**config.mk**
```make
export PLATFORM = sky130hd
export DESIGN_NAME = shell_token_splitter
export DESIGN_NICKNAME = d
export VERILOG_FILES = /design/src/sv/stsp_pkg.sv /design/src/sv/stsp_front.sv /design/src/sv/stsp_queue.sv /design/src/sv/stsp_back.sv /design/src/sv/shell_token_splitter.sv
export SDC_FILE = /design/constraint.sdc
export NUM_CORES = 1
export LEC_CHECK = 0
export BUFFER_PORTS_ARGS = -buffer_cell sky130_fd_sc_hd__clkbuf_2
export CAP_MARGIN = 0
export CORE_MARGIN = 3
export CORE_UTILIZATION = 50
export DETAILED_ROUTE_END_ITERATION = 8
export PLACE_DENSITY = 0.72
export RECOVER_POWER = 25
export SYNTH_ARGS = -nofsm -noshare
export SYNTH_HDL_FRONTEND = slang
export SYNTH_SLANG_ARGS = --single-unit
```
**constraint.sdc**
```tcl
create_clock -name clk -period 4.52 [get_ports clk]
set_input_delay 0.226 -clock clk [delete_from_list [all_inputs] [get_ports clk]]
set_output_delay 0.226 -clock clk [all_outputs]
set_load 0.01 [all_outputs]
```
**src/sv/stsp_pkg.sv**
```systemverilog
// ----------------------------------------------------------------------------
// stsp_pkg
// shared types and constants for the shell token splitter
// ----------------------------------------------------------------------------
package stsp_pkg;

    localparam int COUNT_BITS  = 12;
    localparam int QUEUE_DEPTH = 4;
    localparam int QPTR_BITS   = $clog2(QUEUE_DEPTH);

    localparam logic [1:0] QUOTE_NONE   = 2'd0;
    localparam logic [1:0] QUOTE_SINGLE = 2'd1;
    localparam logic [1:0] QUOTE_DOUBLE = 2'd2;

    localparam logic KIND_WORD = 1'b0;
    localparam logic KIND_OP   = 1'b1;

    localparam logic [7:0] CH_SPACE  = 8'h20;
    localparam logic [7:0] CH_TAB    = 8'h09;
    localparam logic [7:0] CH_CR     = 8'h0d;
    localparam logic [7:0] CH_LT     = 8'h3c;
    localparam logic [7:0] CH_GT     = 8'h3e;
    localparam logic [7:0] CH_PIPE   = 8'h7c;
    localparam logic [7:0] CH_SQUOTE = 8'h27;
    localparam logic [7:0] CH_DQUOTE = 8'h22;

    typedef struct packed {
        logic [7:0] in_byte;
        logic       line_end;
    } char_t;

    typedef struct packed {
        logic        byte_valid;
        logic [7:0]  out_byte;
        logic        token_start;
        logic        token_end;
        logic        token_kind;
        logic        line_done;
        logic [11:0] token_count;
    } tok_t;

    typedef struct packed {
        logic has_second;
        tok_t first_res;
        tok_t second_res;
    } step_t;

    typedef struct packed {
        logic full;
        logic empty;
    } qstat_t;

endpackage

```
**src/sv/stsp_front.sv**
```systemverilog
// ----------------------------------------------------------------------------
// stsp_front
// classifies each byte, tracks quote and held-byte state, builds step records
// ----------------------------------------------------------------------------
module stsp_front (
    input  logic           clk,
    input  logic           rst_n,
    input  logic           take,
    input  stsp_pkg::char_t char_data,
    output logic           push,
    output stsp_pkg::step_t push_data
);
    import stsp_pkg::*;

    logic [7:0]            held_byte_reg, held_byte_next;
    logic                  held_valid_reg, held_valid_next;
    logic                  held_first_reg, held_first_next;
    logic                  held_kind_reg, held_kind_next;
    logic [1:0]            quote_reg, quote_next;
    logic                  pair_reg, pair_next;
    logic [COUNT_BITS-1:0] tokens_reg, tokens_next;

    logic [7:0] b;
    logic       le;
    logic       in_quote;
    logic       is_sep;
    logic       is_op;
    logic       kept;
    logic       cont;
    logic       kind;
    logic [7:0] closer;
    logic       a_en;
    logic       b_en;
    tok_t       res_a;
    tok_t       res_b;

    always_comb
    begin
        b        = char_data.in_byte;
        le       = char_data.line_end;
        in_quote = (quote_reg != QUOTE_NONE);
        closer   = (quote_reg == QUOTE_SINGLE) ? CH_SQUOTE : CH_DQUOTE;
        is_sep   = (b == CH_SPACE) || ((b >= CH_TAB) && (b <= CH_CR));
        is_op    = (b == CH_LT) || (b == CH_GT) || (b == CH_PIPE);
        kept     = in_quote || !is_sep;
        kind     = KIND_WORD;
        cont     = 1'b0;
        quote_next = quote_reg;
        pair_next  = 1'b0;

        if (in_quote)
        begin
            cont = held_valid_reg && (held_kind_reg == KIND_WORD);
            if (b == closer)
            begin
                quote_next = QUOTE_NONE;
            end
        end
        else if (is_sep)
        begin
            cont = 1'b0;
        end
        else if (is_op)
        begin
            kind      = KIND_OP;
            cont      = pair_reg && held_valid_reg && (held_kind_reg == KIND_OP)
                        && (held_byte_reg == b);
            pair_next = !cont && (b != CH_PIPE);
        end
        else
        begin
            cont = held_valid_reg && (held_kind_reg == KIND_WORD);
            if (b == CH_SQUOTE)
            begin
                quote_next = QUOTE_SINGLE;
            end
            else if (b == CH_DQUOTE)
            begin
                quote_next = QUOTE_DOUBLE;
            end
        end

        tokens_next = tokens_reg;
        if (kept && !cont && (tokens_reg != '1))
        begin
            tokens_next = tokens_reg + 1'b1;
        end

        // result for the byte held from the previous transaction
        a_en              = held_valid_reg;
        res_a.byte_valid  = 1'b1;
        res_a.out_byte    = held_byte_reg;
        res_a.token_start = held_first_reg;
        res_a.token_end   = kept ? !cont : 1'b1;
        res_a.token_kind  = held_kind_reg;
        res_a.line_done   = kept ? 1'b0 : le;
        res_a.token_count = 12'(tokens_reg);

        // line end: flush the new byte, or a bare end marker
        b_en              = le && (kept || !held_valid_reg);
        res_b.byte_valid  = kept;
        res_b.out_byte    = kept ? b : 8'h00;
        res_b.token_start = kept && !cont;
        res_b.token_end   = kept;
        res_b.token_kind  = kept && kind;
        res_b.line_done   = 1'b1;
        res_b.token_count = 12'(tokens_next);

        push                 = take && (a_en || b_en);
        push_data.has_second = a_en && b_en;
        push_data.first_res  = a_en ? res_a : res_b;
        push_data.second_res = res_b;

        if (kept)
        begin
            held_byte_next  = b;
            held_valid_next = 1'b1;
            held_first_next = !cont;
            held_kind_next  = kind;
        end
        else
        begin
            held_byte_next  = 8'h00;
            held_valid_next = 1'b0;
            held_first_next = 1'b0;
            held_kind_next  = KIND_WORD;
        end

        if (le)
        begin
            held_byte_next  = 8'h00;
            held_valid_next = 1'b0;
            held_first_next = 1'b0;
            held_kind_next  = KIND_WORD;
            quote_next      = QUOTE_NONE;
            pair_next       = 1'b0;
            tokens_next     = '0;
        end
    end

    always_ff @(posedge clk or negedge rst_n)
    begin
        if (!rst_n)
        begin
            held_byte_reg  <= 8'h00;
            held_valid_reg <= 1'b0;
            held_first_reg <= 1'b0;
            held_kind_reg  <= KIND_WORD;
            quote_reg      <= QUOTE_NONE;
            pair_reg       <= 1'b0;
            tokens_reg     <= '0;
        end
        else if (take)
        begin
            held_byte_reg  <= held_byte_next;
            held_valid_reg <= held_valid_next;
            held_first_reg <= held_first_next;
            held_kind_reg  <= held_kind_next;
            quote_reg      <= quote_next;
            pair_reg       <= pair_next;
            tokens_reg     <= tokens_next;
        end
    end

endmodule

```
**src/sv/stsp_queue.sv**
```systemverilog
// ----------------------------------------------------------------------------
// stsp_queue
// short fifo of step records between front and back
// ----------------------------------------------------------------------------
module stsp_queue (
    input  logic             clk,
    input  logic             rst_n,
    input  logic             push,
    input  stsp_pkg::step_t  push_data,
    input  logic             pop,
    output stsp_pkg::step_t  head,
    output stsp_pkg::qstat_t stat
);
    import stsp_pkg::*;

    step_t                mem_reg [QUEUE_DEPTH];
    logic [QPTR_BITS-1:0] wr_ptr_reg, wr_ptr_next;
    logic [QPTR_BITS-1:0] rd_ptr_reg, rd_ptr_next;
    logic [QPTR_BITS:0]   count_reg, count_next;

    always_comb
    begin
        wr_ptr_next = push ? wr_ptr_reg + 1'b1 : wr_ptr_reg;
        rd_ptr_next = pop ? rd_ptr_reg + 1'b1 : rd_ptr_reg;
        count_next  = count_reg;
        if (push && !pop)
        begin
            count_next = count_reg + 1'b1;
        end
        else if (pop && !push)
        begin
            count_next = count_reg - 1'b1;
        end
        head       = mem_reg[rd_ptr_reg];
        stat.full  = (count_reg == (QPTR_BITS+1)'(QUEUE_DEPTH));
        stat.empty = (count_reg == '0);
    end

    always_ff @(posedge clk)
    begin
        if (push)
        begin
            mem_reg[wr_ptr_reg] <= push_data;
        end
    end

    always_ff @(posedge clk or negedge rst_n)
    begin
        if (!rst_n)
        begin
            wr_ptr_reg <= '0;
            rd_ptr_reg <= '0;
            count_reg  <= '0;
        end
        else
        begin
            wr_ptr_reg <= wr_ptr_next;
            rd_ptr_reg <= rd_ptr_next;
            count_reg  <= count_next;
        end
    end

endmodule

```
**src/sv/stsp_back.sv**
```systemverilog
// ----------------------------------------------------------------------------
// stsp_back
// unpacks step records into one result per transaction on the output register
// ----------------------------------------------------------------------------
module stsp_back (
    input  logic             clk,
    input  logic             rst_n,
    input  stsp_pkg::step_t  head,
    input  stsp_pkg::qstat_t stat,
    output logic             pop,
    output logic             tok_valid,
    input  logic             tok_stall,
    output stsp_pkg::tok_t   tok_data
);
    import stsp_pkg::*;

    logic out_valid_reg, out_valid_next;
    tok_t out_reg, out_next;
    logic sub_reg, sub_next;
    logic load;

    always_comb
    begin
        load           = !out_valid_reg || !tok_stall;
        pop            = 1'b0;
        sub_next       = sub_reg;
        out_valid_next = out_valid_reg;
        out_next       = out_reg;
        if (load)
        begin
            out_valid_next = !stat.empty;
            if (!stat.empty)
            begin
                out_next = sub_reg ? head.second_res : head.first_res;
                if (sub_reg || !head.has_second)
                begin
                    pop      = 1'b1;
                    sub_next = 1'b0;
                end
                else
                begin
                    sub_next = 1'b1;
                end
            end
        end
    end

    always_ff @(posedge clk or negedge rst_n)
    begin
        if (!rst_n)
        begin
            out_valid_reg <= 1'b0;
            sub_reg       <= 1'b0;
        end
        else
        begin
            out_valid_reg <= out_valid_next;
            sub_reg       <= sub_next;
        end
    end

    always_ff @(posedge clk)
    begin
        out_reg <= out_next;
    end

    assign tok_valid = out_valid_reg;
    assign tok_data  = out_reg;

endmodule

```
**src/sv/shell_token_splitter.sv**
```systemverilog
// ----------------------------------------------------------------------------
// shell_token_splitter
// streaming command line lexer: bytes in, token bytes with start/end marks out
// path: a byte's result passes through the step queue and the output register
//   once a later transaction releases it from the hold stage
// throughput: one byte per cycle while char_stall is low; a line end that
//   flushes two results is absorbed by the four-entry step queue
// reset: line state cleared, queue empty, no output transaction pending
// ----------------------------------------------------------------------------
module shell_token_splitter (
    input  logic             clk,
    input  logic             rst_n,
    input  logic             char_valid,
    output logic             char_stall,
    input  stsp_pkg::char_t  char_data,
    output logic             tok_valid,
    input  logic             tok_stall,
    output stsp_pkg::tok_t   tok_data
);
    import stsp_pkg::*;

    logic   take;
    logic   push;
    logic   pop;
    step_t  push_data;
    step_t  head;
    qstat_t q_stat;

    assign char_stall = q_stat.full;
    assign take       = char_valid && !char_stall;

    stsp_front u_front (
        .clk       (clk),
        .rst_n     (rst_n),
        .take      (take),
        .char_data (char_data),
        .push      (push),
        .push_data (push_data)
    );

    stsp_queue u_queue (
        .clk       (clk),
        .rst_n     (rst_n),
        .push      (push),
        .push_data (push_data),
        .pop       (pop),
        .head      (head),
        .stat      (q_stat)
    );

    stsp_back u_back (
        .clk       (clk),
        .rst_n     (rst_n),
        .head      (head),
        .stat      (q_stat),
        .pop       (pop),
        .tok_valid (tok_valid),
        .tok_stall (tok_stall),
        .tok_data  (tok_data)
    );

    a_queue_status: assert property (@(posedge clk) disable iff (!rst_n)
        q_stat.full |-> !q_stat.empty)
        else $error("queue full and empty at once");

    a_bare_marker: assert property (@(posedge clk) disable iff (!rst_n)
        (tok_valid && !tok_data.byte_valid) |->
        (tok_data.line_done && !tok_data.token_start && !tok_data.token_end))
        else $error("bare end marker with token flags");

    a_line_restart: assert property (@(posedge clk) disable iff (!rst_n)
        (tok_valid && !tok_stall && tok_data.line_done) |=>
        (!tok_valid || (tok_data.token_count <= 12'd1)))
        else $error("token count not restarted after line end");

endmodule
```
After elaboration in Yosys (flattened, before gate mapping)
Memory sizes are Yosys's and may differ from the RTL's.
Cells that the tools add are included.
{"block": "word_totals", "romBits": 0, "mem_count": 1, "output_inout_bits": 27, "ramBits": 200, "latch_bits": 0, "ff_bits": 60}
{"memory": "u_queue.mem_reg", "words": 4, "word_bits": 50, "rd": 1, "rd_ports_with_merged_regs": 0, "write_ports": 1, "line": "stsp_queue.sv:16", "source": "step_t mem_reg [QUEUE_DEPTH];"}
{"block": "classes", "eq_ne": 15, "n_reduce_logical": 40, "addsub": 5, "n_lt_le_gt_ge": 2, "muxes": 40, "div": 0, "mul": 0, "n_shift": 0, "n_bitwise": 2}
{"operator": "25-bit two-way mux", "count": 2}
{"operator": "8-bit by 6-bit == test with 1-bit output (second input constant)", "count": 5}
{"operator": "1-bit two-way mux", "count": 24}
{"operator": "12-bit two-way mux", "count": 2}
{"operator": "8-bit == test", "count": 2}
{"operator": "8-bit two-way mux", "count": 2}
{"operator": "1-bit logical AND", "count": 15}
{"operator": "2-bit two-way mux", "count": 7}
{"operator": "12-bit by 1-bit adder with 12-bit output (second input constant)", "count": 1}
{"operator": "12-bit inequality test (second input constant)", "count": 1}
{"operator": "1-bit zero test", "count": 11}
{"operator": "3-bit two-way mux", "count": 3}
{"operator": "8-bit by 7-bit == test with 1-bit output (second input constant)", "count": 1}
{"operator": "8-bit by 4-bit >= comparator with 1-bit output (second input constant)", "count": 1}
{"operator": "8-bit by 4-bit less-or-equal comparator with 1-bit output (second input constant)", "count": 1}
{"operator": "1-bit logical OR", "count": 8}
{"operator": "8-bit by 7-bit inequality test with 1-bit output (second input constant)", "count": 1}
{"operator": "3-bit by 2-bit inequality test with 1-bit output (second input constant)", "count": 2}
{"operator": "5-bit AND reduction", "count": 1}
{"operator": "2-bit by 1-bit adder with 2-bit output (second input constant)", "count": 2}
{"operator": "2-bit nonzero test", "count": 2}
{"operator": "4-bit nonzero test", "count": 1}
{"operator": "3-bit by 1-bit adder with 3-bit output (second input constant)", "count": 1}
{"operator": "3-bit == test (second input constant)", "count": 1}
{"operator": "6 further kinds", "count": 7}

Depth between registers and ports, before layout
Gate-level depths: netlist of run 1.
{"block": "depth", "ltp_word": 13, "depth_mapped": 11, "depth_no_buf": 10}

Hierarchy
From an unflattened synthesis of run 1, not the netlist that was laid out.
{"block": "unflattened", "cells_unflattened": 640, "hier_area_um2": 11398.4}
{"module": "stsp_queue", "area_each_um2": 7816.2, "cells_each": 301, "seq_area_each_um2": 6301.0, "n_inst": 1}
{"module": "stsp_front", "area_each_um2": 2327.2, "cells_each": 277, "seq_area_each_um2": 650.6, "n_inst": 1}
{"module": "stsp_back", "area_each_um2": 1241.2, "cells_each": 61, "seq_area_each_um2": 800.8, "n_inst": 1}
{"module": "shell_token_splitter", "area_each_um2": 13.8, "cells_each": 1, "seq_area_each_um2": 0.0, "n_inst": 1}

Least setup slack after synthesis of run 1
Ideal clock, no wire load.
{"block": "synth_timing", "path_kind": "reg2reg", "from": "reg u_queue.count_reg[0]", "to": "reg u_queue.count_reg[1]", "stages_incl_launch_ff": 9, "required_time_ns": 4.395, "path_slack_ns": 1.174, "arrival_ns": 3.221, "n_path_buf": 0, "period_less_slack_ns": 3.346, "setup_ns": 0.125, "path_cell_list": "dfrtp_1 nor3_1 a21oi_1 a21boi_0 inv_1 ha_1 inv_1 fa_1 mux2_2"}
{"item": "start: declaration", "line": "stsp_queue.sv:19", "source": "logic [QPTR_BITS:0] count_reg, count_next;"}
{"item": "start signal: assignment", "line": "stsp_queue.sv:59", "source": "count_reg <= count_next;"}
{"item": "branches (longest 5 deep; another with 3-bit by 1-bit subtractor with 3-bit output)"}
{"item": "3-bit two-way mux *", "line": "stsp_queue.sv:26", "source": "if (push && !pop)"}
{"item": "via u_queue.count_next[1]", "line": "stsp_queue.sv:19"}
Mark *: on every way through the listed nets, which the timed path passes. The select of a mux whose other input is x is not followed.
A chain may end at the register's enable or synchronous reset.

==> impl_metrics.py, run 1 <==
metrics = {
    "status": {
        "status": "finished, violations left",
        "violations": "max-capacitance violations, max-slew violations",
    },
    "synth": {
        "synth_area_per_cell_um2": 16.39,
        "ys_ff_latch": 256,
        "synth_nets": 674,
        "ys.flop_type": "edfxtp_1",
        "postSynth.asyncResetShare_pct": 13.67,
        "yosysTopAreaCell": "edfxtp_1",
        "synthTopCellsByArea": "edfxtp_1, mux4_2, dfrtp_1",
        "ys_types": 62,
        "netlist.area_leader.share_pct": 61.90,
        "synthesis.instances": 654,
        "synth_edf_count": 221,
        "synth_area_mm2": 0.01072,
        "synth_warnings": 0,
        "ys_seq_area_share_pct": 70.07,
    },
    "worst_setup_path": {
        "slowest_delay_ns": 0.66,
        "cp.required_ns": 4.80,
        "crit_path_top_delay_cell": "or4_1",
        "critPathArrivalTime_ns": 3.43,
        "crit_type": "reg -> reg",
        "path_max_fanout": 9,
        "cp_cell_sequence": "or2_0 -> or4_1 -> inv_1 -> nor3_1 -> nor4_4 -> nand2_1 -> xnor2_1",
        "end_kind": "flip-flop",
        "startpoint_type": "flip-flop",
    },
    "clock_network": {
        "cts_resized": 0,
        "cts_buffers": 25,
        "cts_tree": "yes",
        "path_clk_slew_ns": 0.06,
        "insertion_delay_ns": 0.53,
        "root_buffer": "clkbuf_16",
        "cts_buffer_depth": 3,
        "clock-sinks": 256,
        "cts-htree-levels": 1,
    },
    "routing": {
        "antenna_left": 0,
        "detail_route.first_pass.iterations": 5,
        "wl_um": 21390,
        "viasPerCell": 5.938,
        "first_iter_violations": 606,
        "drc": 0,
        "wire_per_inst_um": 21.93,
        "vias": 5790,
    },
    "floorplanning": {
        "initial_utilization_pct": 51.98,
        "die_area_mm2": 0.02323,
        "die_y_um": 152.4,
        "fp.coreArea_mm2": 0.02062,
        "rows": 52,
        "pin_count": 40,
        "die_x_um": 152.4,
    },
    "worst_hold_path": {
        "hp-class": "in -> reg",
    },
    "final_layout": {
        "fillers": 1544,
        "layout_common_cells": "edfxtp_1, nand2_1, mux4_2",
        "drive_above_1_share_pct": 17.59,
        "largest_register_ffs": 196,
        "insertedDiodeCount": 0,
        "final_area_mm2": 0.01190,
        "areaGrowthSynthToFinish_pct": 11.03,
        "final_core_utilization_pct": 57.71,
        "final_common_cell": "edfxtp_1",
        "fin_nets": 706,
    },
    "sta": {
        "fin_skew_ns": 0.02250,
        "setup_violations": 0,
        "whs_ns": 0.04561,
        "maxSlewHeadroom_pct": -40.55,
        "grt_setup_unrepaired": "no",
        "fin_tns_setup_ns": 0,
        "hold_viol_final": 0,
        "worst_pin_slew_ns": 2.108,
        "layout_min_cycle_time_ns": 3.156,
        "post-route-period-util_pct": 69.83,
        "max_freq_ghz": 0.3168,
        "final-max-slew-violation-count": 64,
    },
    "flow_run": {
        "maxCapViolCount": 2,
    },
    "global_routing": {
        "grt_pass1_wl_um": 34000,
        "grt_pass1_vias": 6003,
        "grt_antenna_before_repair": 0,
        "grt_overflow": 0,
        "track_usage_pct": 18.29,
        "grt_max_degree": 51,
    },
    "placement": {
        "place_area_mm2": 0.01115,
        "routabilityCongestion": 0.8316,
        "port_buffers": 39,
        "hpwl_um": 12290,
    },
    "pwr": {
        "p_leak_nw": 4.116,
        "power_per_cell_area_mw_per_mm2": 628.9,
        "vdd_drop_max_mv": 0.4008,
    },
}
per-stage QoR:
step                      worst slack, ns  total power (W)  cells
after floorplan                     1.174         0.004962    654
after global placement              1.545         0.005556    927
final                               1.364         0.007485    975
after global routing                1.230         0.007887    975
after detailed placement            1.461         0.005631    927
after CTS                           1.431         0.007598    975
repair_timing:
| item | CTS | global route |
|---|---|---|
| hold endpoints to repair | 36 | 0 |
| setup buffers | 0 | 0 |
| hold buffers | 2 | 0 |
worst max-delay path, delay by kind of cell, from the launching register on:
| family | cells | cell delay (ns) |
|---|---|---|
| flops | 1 | 0.40 |
| simple gates | 5 | 1.89 |
| buf+inv | 1 | 0.24 |
| xor+xnor | 1 | 0.36 |
area by class of cell:
| cell class | count | area, um^2 | share of cell area, % |
|---|---|---|---|
| sequential | 256 | 7517 | 63.16 |
| timing repair buffer | 50 | 240.2 | 2.018 |
| inverter | 14 | 52.55 | 0.4415 |
| clock buffer | 35 | 693.2 | 5.824 |
| multi-input combinational | 339 | 2980 | 25.04 |
| clock inverter | 11 | 81.33 | 0.6833 |
| tap | 270 | 337.8 | 2.838 |
logic make-up after synthesis:
group	Yosys count	synth area share, %
AND/OR/NAND/NOR	185	8.812
buffers and inverters	59	2.241
XOR/XNOR	36	2.941
flip-flops	256	70.07
adder cells (fa/ha/maj)	7	0.8870
AO/OA/AOI/OAI	52	3.712
multiplexers	59	11.33
per-layer routing:
metal,vias up,wire [um],GRT usage (%)
met5,-,0,0
met4,0,502,5.897
met1,2982,9059,25.90
met2,193,10660,30.10
met3,37,1161,2.272
li1,2578,-,-
Yosys cell counts (all sizes together) (3+ instances only):
| library cell | instances |
|---|---|
| mux4 | 49 |
| xnor2 | 27 |
| and3 | 4 |
| buf | 17 |
| edfxtp | 221 |
| nand2 | 102 |
| a21oi | 4 |
| xor2 | 9 |
| or3 | 7 |
| a21o | 4 |
| o21ai | 8 |
| a31oi | 3 |
| dfrtp | 35 |
| o211ai | 3 |
| ha | 6 |
| or2 | 3 |
| nor4 | 8 |
| clkbuf | 28 |
| inv | 12 |
| o311ai | 6 |
| nand3 | 12 |
| mux2 | 9 |
| a22o | 10 |
| and2 | 8 |
| nand4 | 6 |
| nor3 | 14 |
| nor2 | 6 |
power by group:
part / internal, W / switching, W
registers: 0.00328 / 0.000241
logic: 0.000812 / 0.00118
clock network: 0.00113 / 0.000840
worst paths after layout:
path                                      start  slack (ns)                  endpoint  depth (start not counted)
max                        u_front.quote_reg[1]        1.36     u_queue.mem_reg[0][2]                          7
min                                char_data[4]        0.05  u_front.held_byte_reg[3]                          2
max reg2reg                u_front.quote_reg[1]        1.36     u_queue.mem_reg[0][2]                          7
min reg2reg                    u_front.pair_reg        0.48          u_front.pair_reg                          2
max in group asynchronous                 rst_n        2.17     u_queue.rd_ptr_reg[0]                          2
min in group asynchronous                 rst_n        0.85  u_front.held_byte_reg[5]                          2
Note: power is estimated with default switching activity, not from simulation.
==> inputs of run 2 (changes only) <==
--- a/config.mk
+++ b/config.mk
@@ -5,12 +5,13 @@
 export SDC_FILE = /design/constraint.sdc
 export NUM_CORES = 1
 export LEC_CHECK = 0
+export ABC_AREA = 1
 export BUFFER_PORTS_ARGS = -buffer_cell sky130_fd_sc_hd__clkbuf_2
 export CAP_MARGIN = 0
 export CORE_MARGIN = 3
 export CORE_UTILIZATION = 50
 export DETAILED_ROUTE_END_ITERATION = 8
-export PLACE_DENSITY = 0.72
+export PLACE_DENSITY = 0.74
 export RECOVER_POWER = 25
 export SYNTH_ARGS = -nofsm -noshare
 export SYNTH_HDL_FRONTEND = slang
==> constraint.sdc (replaced) <==
create_clock -name clk -period 2.75 [get_ports clk]
set_input_delay 0.1375 -clock clk [delete_from_list [all_inputs] [get_ports clk]]
set_output_delay 0.1375 -clock clk [all_outputs]
set_load 0.01 [all_outputs]
==> impl_metrics.py, run 2 <==
metrics = {
    "synth": {
        "ys_types": 40,
        "yosysTopAreaCell": "edfxtp_1",
        "synth_area_mm2": 0.01093,
        "synth_warnings": 0,
        "postSynth.asyncResetShare_pct": 13.67,
        "ys_seq_area_share_pct": 68.73,
        "synthTopCellsByArea": "edfxtp_1, dfrtp_1, nor2_1",
        "ys_ff_latch": 256,
        "synth_nets": 995,
        "synthesis.instances": 975,
        "yosysMostFrequentCell": "edfxtp_1",
        "synthTopCellsByCount": "edfxtp_1, nor2_1, nand2_1",
        "synth_area_per_cell_um2": 11.21,
        "synth_edf_count": 221,
        "netlist.area_leader.share_pct": 60.71,
        "ys.flop_type": "edfxtp_1",
    },
    "floorplanning": {
        "die_x_um": 153.9,
        "die_area_mm2": 0.02367,
        "die_y_um": 153.9,
        "rows": 53,
        "initial_utilization_pct": 51.51,
        "pin_count": 40,
        "fp.coreArea_mm2": 0.02122,
    },
    "routing": {
        "first_iter_violations": 814,
        "antenna_left": 0,
        "vias": 7235,
        "viasPerCell": 5.544,
        "drc": 0,
        "detail_route.first_pass.iterations": 5,
        "wl_um": 23610,
        "wire_per_inst_um": 18.09,
    },
    "worst_setup_path": {
        "r2r_cells": 10,
        "slowest_delay_ns": 0.49,
        "crit_end": "u_queue.mem_reg[3][29]",
        "crit_path_top_delay_cell": "dfrtp_1",
        "crit_type": "reg -> reg",
        "path_max_fanout": 12,
        "cp_cell_sequence": "ha_1 -> nand3_1 -> nor3_1 -> nand2_2 -> nand3_1 -> inv_1 -> nand4_1 -> nand2_1 -> nand2_1 -> nand2_1",
        "r2r_start": "u_front.tokens_reg[0]",
        "cpMostUsedCell": "nand2_1",
        "startpoint_type": "flip-flop",
        "cp.required_ns": 2.99,
        "critPathArrivalTime_ns": 2.63,
        "startpoint": "u_front.tokens_reg[0]",
        "end_kind": "flip-flop",
        "r2r-end": "u_queue.mem_reg[3][29]",
        "rrSetupSlack_ns": 0.36,
    },
    "pwr": {
        "vdd_drop_max_mv": 0.4581,
        "power_per_cell_area_mw_per_mm2": 1054,
        "p_leak_nw": 4.466,
        "p_total_w": 0.01298,
    },
    "global_routing": {
        "grt_overflow": 0,
        "grt_antenna_before_repair": 0,
        "grt_pass1_vias": 7245,
        "track_usage_pct": 19.91,
        "grt_pass1_wl_um": 37890,
        "grt_max_degree": 98,
    },
    "status": {
        "status": "finished, final reports clean",
    },
    "final_layout": {
        "final_area_mm2": 0.01231,
        "final_common_cell": "edfxtp_1",
        "largest_register_ffs": 196,
        "drive_above_1_share_pct": 10.10,
        "layout_common_cells": "edfxtp_1, nor2_1, nand2_1",
        "fin_nets": 1034,
        "areaGrowthSynthToFinish_pct": 12.60,
        "insertedDiodeCount": 0,
    },
    "clock_network": {
        "root_buffer": "clkbuf_16",
        "clock-sinks": 256,
        "path_clk_slew_ns": 0.06,
        "cts-htree-levels": 1,
        "cts_buffers": 25,
        "insertion_delay_ns": 0.51,
        "cts_buffer_depth": 3,
        "cts_tree": "yes",
    },
    "placement": {
        "routabilityCongestion": 0.8530,
        "place_area_mm2": 0.01146,
        "port_buffers": 39,
        "hpwl_um": 13820,
        "pre_cts_ws_ns": 0.3206,
    },
    "sta": {
        "worst_pin_slew_ns": 1.001,
        "post-route-period-util_pct": 86.74,
        "final-max-slew-violation-count": 0,
        "hold_viol_final": 0,
        "max_freq_ghz": 0.4192,
        "grt_setup_unrepaired": "no",
        "maxSlewHeadroom_pct": 33.27,
        "layout_min_cycle_time_ns": 2.385,
        "setup_violations": 0,
        "fin_ws_ns": 0.3647,
        "fin_skew_ns": 0.01841,
        "fin_tns_setup_ns": 0,
    },
    "worst_hold_path": {
        "hp-class": "in -> reg",
    },
    "flow_run": {
        "maxCapViolCount": 0,
    },
}
==> run 2: changes by cell type in the layout (fill, tap and decap cells not counted), moves of 28 or more <==
cell	delta
inv_1	+34
mux4_2	-49
nand2_1	+51
nor2_1	+180
o21ai_0	+102
o22ai_1	+28
==> run 2: logic make-up (layout without fill, tap and decap cells) <==
group,count (synthesis),count (layout),synth area share (%)
compound gates,185,185,9.261
flops,256,256,68.73
buf+inv,105,160,4.029
fa+ha+maj,7,7,0.8700
simple gates,406,406,15.81
xor+xnor,15,15,1.202
mux,1,1,0.1030
==> run 2: worst min-delay path by stage <==
stage / from / cells after the start / endpoint / slack [ns]
after floorplan: rst_n / 0 / u_back.sub_reg / -0.16
after global placement: rst_n / 1 / u_queue.wr_ptr_reg[1] / 0.36
after detailed placement: rst_n / 1 / u_front.tokens_reg[2] / 0.37
after CTS: char_data[1] / 3 / u_front.held_byte_reg[0] / 0.003
after global routing: char_data[1] / 3 / u_front.held_byte_reg[0] / 0.03
final: char_data[1] / 3 / u_front.held_byte_reg[0] / 0.02
==> run 2: power by group <==
| part | total [W] | internal [W] | switching (W) |
|---|---|---|---|
| sequential | 0.00561 | 0.00531 | 0.000304 |
| combinational | 0.00393 | 0.00115 | 0.00278 |
| clock | 0.00344 | 0.00208 | 0.00136 |
==> run 2: cell type report <==
cell class	instances	area (um^2)
fill	1737	8912
sequential	256	7512
multi-input combinational	614	3019
clock buffer	33	705.7
timing repair buffer	65	397.9
tap	275	344.1
inverter	52	196.4
clock inverter	10	132.6
==> run 2: repair_timing <==
action,in CTS,in global routing
endpoints found under the setup margin,0,4
hold endpoints to repair,48,0
buffers inserted,0,0
gates resized for setup,0,1
hold buffers,5,0
==> run 2: routing by layer <==
layer / wire length [um] / vias to the layer above / GRT usage (%) / part of all wire, %
li1: - / 3465 / - / -
met3: 1422 / 38 / 2.392 / 6.0
met2: 11880 / 210 / 34.47 / 50
met4: 365 / 0 / 5.046 / 1.5
met1: 9943 / 3522 / 27.07 / 42
met5: 0 / - / 0 / 0
==> run 2: stage by stage <==
stage	hold WS (ns)	utilization [%]	instances
6_report	0.02161	58.00	1305
5_1_grt	0.02710	58.00	1305
4_1_cts	0.002946	58.21	1305
3_5_place_dp	0.3747	54.02	1257
3_3_place_gp	0.3619	54.02	1257
2_1_floorplan	-0.1581	-	975
==> run 2: critical path, delay by kind of cell, from the launching register on <==
family	cells	cell delay (ns)
adder cells (fa/ha/maj)	1	0.30
AND/OR/NAND/NOR	8	1.27
buffers and inverters	1	0.06
flip-flops	1	0.49
